===== src/rtl/assert_macros.svh =====
// assertion macros shared by the median window filter rtl
`ifndef ASSERT_MACROS_SVH
`define ASSERT_MACROS_SVH

// property must hold at every clock edge outside reset
`define MWF_ASSERT(lbl, clk, rst, prop, msg) \
   lbl: assert property (@(posedge clk) disable iff (rst) prop) else $error(msg);

// expression must never be true outside reset
`define MWF_NEVER(lbl, clk, rst, expr, msg) \
   lbl: assert property (@(posedge clk) disable iff (rst) !(expr)) else $error(msg);

`endif


===== src/rtl/mwf_pkg.sv =====
// shared types and constants of the median window filter
`default_nettype none

package mwf_pkg;

   localparam int unsigned MAX_WIDTH_DEF  = 1024;
   localparam int unsigned MAX_WINDOW_DEF = 7;

   localparam int unsigned PIX_W        = 8;
   localparam int unsigned ROW_W        = 16;
   localparam int unsigned WIDTH_REG_W  = 11;
   localparam int unsigned HEIGHT_REG_W = 16;
   localparam int unsigned WINDOW_REG_W = 3;
   localparam int unsigned CSR_DATA_W   = 16;
   localparam int unsigned CSR_IDX_W    = 2;

   localparam logic [WIDTH_REG_W-1:0]  WIDTH_RESET  = 11'd1024;
   localparam logic [HEIGHT_REG_W-1:0] HEIGHT_RESET = 16'd1024;
   localparam logic [WINDOW_REG_W-1:0] WINDOW_RESET = 3'd3;

   localparam logic MODE_PIXEL = 1'b0;
   localparam logic MODE_DRAIN = 1'b1;

   typedef enum logic [CSR_IDX_W-1:0] {
      CSR_IMAGE_WIDTH  = 2'd0,
      CSR_IMAGE_HEIGHT = 2'd1,
      CSR_WINDOW_SIZE  = 2'd2
   } csr_index_type;

   typedef enum logic [2:0] {
      ST_IDLE,
      ST_CHECK,
      ST_SCAN,
      ST_FLUSH,
      ST_PICK,
      ST_LOAD
   } state_type;

   typedef struct packed {
      logic accept;
      logic win_init;
      logic scan_step;
      logic pick_step;
      logic load_out;
   } cmd_type;

   typedef struct packed {
      logic res_ready;
      logic scan_last;
      logic pick_done;
      logic out_free;
   } status_type;

endpackage

`default_nettype wire


===== src/rtl/mwf_ctrl.sv =====
// controller state machine of the median window filter
`default_nettype none

module mwf_ctrl (
   input  wire                  clock,
   input  wire                  reset,
   input  wire                  req_tvalid,
   output logic                 req_tready,
   input  mwf_pkg::status_type  status,
   output mwf_pkg::cmd_type     cmd
);

   mwf_pkg::state_type state_ff, state_in;

   always_ff @(posedge clock) begin
      if (reset) begin
         state_ff <= mwf_pkg::ST_IDLE;
      end else begin
         state_ff <= state_in;
      end
   end

   always_comb begin
      state_in = state_ff;
      case (state_ff)
         mwf_pkg::ST_IDLE: begin
            if (req_tvalid) state_in = mwf_pkg::ST_CHECK;
         end
         mwf_pkg::ST_CHECK: begin
            state_in = status.res_ready ? mwf_pkg::ST_SCAN : mwf_pkg::ST_IDLE;
         end
         mwf_pkg::ST_SCAN: begin
            if (status.scan_last) state_in = mwf_pkg::ST_FLUSH;
         end
         mwf_pkg::ST_FLUSH: begin
            state_in = mwf_pkg::ST_PICK;
         end
         mwf_pkg::ST_PICK: begin
            if (status.pick_done) state_in = mwf_pkg::ST_LOAD;
         end
         mwf_pkg::ST_LOAD: begin
            if (status.out_free) state_in = mwf_pkg::ST_IDLE;
         end
         default: begin
            state_in = mwf_pkg::ST_IDLE;
         end
      endcase
   end

   always_comb begin
      cmd        = '0;
      req_tready = 1'b0;
      case (state_ff)
         mwf_pkg::ST_IDLE: begin
            req_tready = 1'b1;
            cmd.accept = req_tvalid;
         end
         mwf_pkg::ST_CHECK: begin
            cmd.win_init = status.res_ready;
         end
         mwf_pkg::ST_SCAN: begin
            cmd.scan_step = 1'b1;
         end
         mwf_pkg::ST_FLUSH: begin
         end
         mwf_pkg::ST_PICK: begin
            cmd.pick_step = !status.pick_done;
         end
         mwf_pkg::ST_LOAD: begin
            cmd.load_out = status.out_free;
         end
         default: begin
         end
      endcase
   end

endmodule

`default_nettype wire


===== config.mk =====
export PLATFORM = sky130hd
export DESIGN_NAME = mwf_ctrl
export DESIGN_NICKNAME = d
export VERILOG_FILES = /design/src/rtl/assert_macros.svh /design/src/rtl/mwf_pkg.sv /design/src/rtl/mwf_ctrl.sv
export SDC_FILE = /design/constraint.sdc
export NUM_CORES = 1
export LEC_CHECK = 0
export BUFFER_PORTS_ARGS = -buffer_cell sky130_fd_sc_hd__buf_2
export CORE_AREA = 2 2 39 41
export DETAILED_ROUTE_END_ITERATION = 8
export DIE_AREA = 0 0 41 43
export GPL_TIMING_DRIVEN = 0
export PLACE_DENSITY = 0.39
export SLEW_MARGIN = 20
export SYNTH_ARGS = -nofsm -noshare
export SYNTH_HDL_FRONTEND = slang
export SYNTH_SLANG_ARGS = --single-unit
export TNS_END_PERCENT = 1

===== constraint.sdc =====
create_clock -name clock -period 1.05 [get_ports clock]
set_clock_uncertainty 0.1 [all_clocks]
set_input_delay 0.2625 -clock clock [delete_from_list [all_inputs] [get_ports clock]]
set_output_delay 0.2625 -clock clock [all_outputs]
set_load 0.005 [all_outputs]

# Word-level counts from Yosys, hierarchy flattened
# Cells that the tools add are included.
# word_totals
ff_bits,3
inputBits,7
output_inout_bits,6
word_cells,25
# classes
n_eq_ne,9
n_mux,12
reduce_logical,3
# ops
operator,count
one-hot mux 3 bit (6 select lines),1
2-to-1 mux 3 bit,4
"!= test 2 bit, second input constant",4
"equality test 3 x 2 -> 1 bit, second input constant",2
"equality test 3 bit, second input constant",2
2-to-1 mux 1 bit,6
AND reduction 4 bit,1
"equality test 3 x 1 -> 1 bit, second input constant",1
zero test 3 bit,1
2-to-1 mux 2 bit,1
zero test 1 bit,1

# Longest topological paths before layout
# logic_depth
word_depth,3
depth_mapped,3
ltp_nobuf,3

# Worst setup path before layout
# OpenSTA, ideal clock, no wires.
# synth_path
kind,reg2out
start,register state_ff[0]
end,output port cmd[4] (netlist name)
arrival_ps,780
required_ps,687
path_slack_ps,-92
path_stages_with_launch,3
n_path_buf,0
cell_sequence,dfxtp_1 -> nor3_1 -> and2_1
# synth_lines
item,line_no,source
start: declaration,mwf_ctrl.sv:13,"mwf_pkg::state_type state_ff, state_in;"
start signal: assignment,mwf_ctrl.sv:17,state_ff <= mwf_pkg::ST_IDLE;
start signal: assignment,mwf_ctrl.sv:19,state_ff <= state_in;
end: declaration,mwf_ctrl.sv:10,output mwf_pkg::cmd_type cmd

==> metrics.md <==
| Metric | Value |
|---|---|
| Status | `finished, violations left` |
| Failing checks | `setup timing` |
| CTS tree | `yes` |
| Finished Cell Area | `295 sq um` |
| Synth Area per Inst | `8.63 sq um` |
| Antenna cells | `0` |
| Part of the cycle the worst path needs | `129%` |
| Top layer used by detailed routing | `met3` |
| Unrepaired setup endpoints after global routing | `true` |
| Vias post-DR | `199` |
| Area contributors post-synth | `dfxtp_1 35%, nor2_1 8.7%, and4bb_1 7.2%, nor3b_2 7.2%, mux2i_1 5.8%` |
| Crit Path Class | `flip-flop to output pin` |
| DP Worst Slack | `-0.121 ns` |
| Top flop regs | `state_ff (3)` |
| Starting density of the core | `12.5%` |
| Std cell rows | `14` |
| Syn Inst Count | `20` |
| Final setup viols | `7` |
| Reg clk slew, reported paths | `0.04 ns` |
| Netlist cell types | `14` |
| Multi-input logic area | `123 sq um` |
| Core ar. | `1380 sq um` |
| Die ar. | `1760 sq um` |
| Largest reg by FF count | `state_ff` |
| Mapped cell area | `173 sq um` |
| Initial drt markers | `0` |
| Metal2 WL | `122 microns` |
| Routed Antenna Nets | `0` |
| FF+latch count, synth | `3` |
| Slowest stage delay, CP | `0.34 ns` |
| Worst EP required | `0.69 ns` |
| Worst hold path type | `primary input to flip-flop` |
| Die Span Y | `43 microns` |
| FILL cells | `154` |
| Fmax | `736 MHz` |
| Setup WS post-layout | `-0.309 ns` |
| Max H-tree Level | `1` |
| CP max FO | `6` |
| First-pass GRT wire length | `634 microns` |
| Hold buffers post-CTS | `0` |
| Reg area | `66.3 sq um` |
| Max IR drop VDD | `0.000405 V` |
| Post-Route WL | `417 microns` |
| Max_cap viols | `0` |
| Num CTS Buffers | `3` |
| Overall Global Routing Usage | `5.41%` |
| Root Driver | `clkbuf_4` |
| Share of layout cells above drive strength 1 | `61.1%` |
| Crit path launch type | `flip-flop` |
| Total gr overflow | `0` |
| Post-synthesis sequential area ratio | `34.8%` |
| Syn_nets | `27` |
| Crit path from | `state_ff[1]$_SDFFE_PP0P_` |
| Min-Delay Path Depth | `2` |
| I/O Pins | `13` |
| Clock Tree Buf Depth | `2` |
| Min cycle time layout | `1.36 ns` |
| Clock Sinks | `3` |
| Setup_tns | `-1.68 ns` |
| Synth area leader | `dfxtp_1` |
| CP Capture Type | `output pin` |
| Hold Crit Start | `reset` |
| Worst R2R Path Depth | `3` |
| RR Startpoint | `state_ff[1]$_SDFFE_PP0P_` |
| Synth top area share | `34.8%` |
| Initial antenna violation count | `0` |
| WL met3 | `72 microns` |
| # DRC | `0` |
| Post-DP HPWL | `331 microns` |
| Max-slew headroom | `88.7%` |
| Arr. time, crit path | `1.00 ns` |
| Leakage power total | `0.132 nW` |
| Worst-Skew Late Latency | `0.23 ns` |
| IO Port Bufs | `12` |
| Placed cell area | `264 sq um` |
| Detailed Routing Iterations Pass 1 | `1` |
| CP cell instances | `nor3_2 > and2_1 > buf_2` |
| Worst path depth | `3` |
| Slew at the pin closest to its max-slew limit | `0.168 ns` |
| Slew Viols, Final | `0` |
| DRT met1 WL | `221 microns` |
| Max reg flops | `3` |
| Wire length per cell | `8.02 microns` |
| Slowest stage cell, crit path | `dfxtp_2` |
| Synth warn | `0` |
| Crit path buf inv count | `1` |
| Pwr per Cell Area | `1310 nW/um^2` |
| Largest net degree at the start of global routing | `9` |
| Syn-to-layout area delta | `71.0%` |
| Vias in the first global route | `175` |
| X dimension of the die | `41 microns` |
| Via/cell ratio | `3.83` |
| GPL Wtd Cong | `0.661` |
| NumNets Final | `44` |
| Critical path's top delay family | `flip-flops` |
| Final Hold Fails | `0` |
[repair_timing]
item / CTS / global route
resized for setup: 0 / 1
setup buffers: 0 / 0
pin swaps: 1 / 0
endpoints found under the setup margin: 7 / 7
[power breakdown]
part | switching, W | internal [W]
Combinational | 0.0000221 | 0.0000331
Sequential | 0.0000123 | 0.000121
Clock | 0.0000546 | 0.000142
[per-stage QoR]
| stage | power (W) | instances | utilization, % | hold WS, ns |
|---|---|---|---|---|
| after floorplan | 0.000160 | 20 | - | 0.224 |
| after global placement | 0.000192 | 48 | 19.1 | 0.370 |
| after detailed placement | 0.000191 | 48 | 19.1 | 0.362 |
| after CTS | 0.000396 | 52 | 21.0 | 0.120 |
| after global routing | 0.000424 | 52 | 21.3 | 0.128 |
| final | 0.000386 | 52 | 21.3 | 0.127 |
[cells in the mapped netlist]
| cell | count |
|---|---|
| nor2_1 | 4 |
| dfxtp_1 | 3 |
| nor3_1 | 2 |
| a21oi_1 | 1 |
| and2_1 | 1 |
| and4bb_1 | 1 |
| mux2i_1 | 1 |
| nand2_1 | 1 |
| nand2b_1 | 1 |
| nand2b_2 | 1 |
| nand3b_1 | 1 |
| nor3b_2 | 1 |
| o31ai_1 | 1 |
| or4_1 | 1 |
[path summary, 6_finish.rpt]
path	endpoint	slack, ns
worst max-delay path	cmd[4]	-0.31
worst min-delay path	state_ff[2]$_SDFFE_PP0P_	0.13
worst max register to register	state_ff[0]$_SDFFE_PP0P_	-0.07
worst min register to register	state_ff[2]$_SDFFE_PP0P_	0.43
[final cells by class]
type	count	share of cell area (%)
Tap cell	16	6.78
Multi-Input combinational cell	17	41.5
Timing Repair Buffer	12	20.3
Sequential cell	3	22.5
Clock buffer	4	8.90
[cell usage in the layout, fill, tap and decap left out, drive strengths merged]
| master | instances |
|---|---|
| a21oi | 1 |
| nand3b | 1 |
| and2 | 1 |
| o31ai | 1 |
| nor3 | 2 |
| nand2b | 2 |
| nand2 | 1 |
| and4bb | 1 |
| buf | 12 |
| or4 | 1 |
| nor3b | 1 |
| clkbuf | 4 |
| dfxtp | 3 |
| nor2 | 4 |
| mux2i | 1 |
[cells by family after synthesis]
| group | count (synthesis) | share of synthesized area, % |
|---|---|---|
| AOI/OAI and AO/OA | 2 | 7.25 |
| DFF | 3 | 34.8 |
| and+or+nand+nor | 14 | 52.2 |
| muxes | 1 | 5.80 |
[metal layers]
layer / vias to the layer above / global-route usage [%]
met3: 0 / 3.14
met2: 15 / 5.63
met5: - / 0
li1: 105 / -
met1: 79 / 8.60
met4: 0 / 2.00
Power figures use the tool's default switching activity.
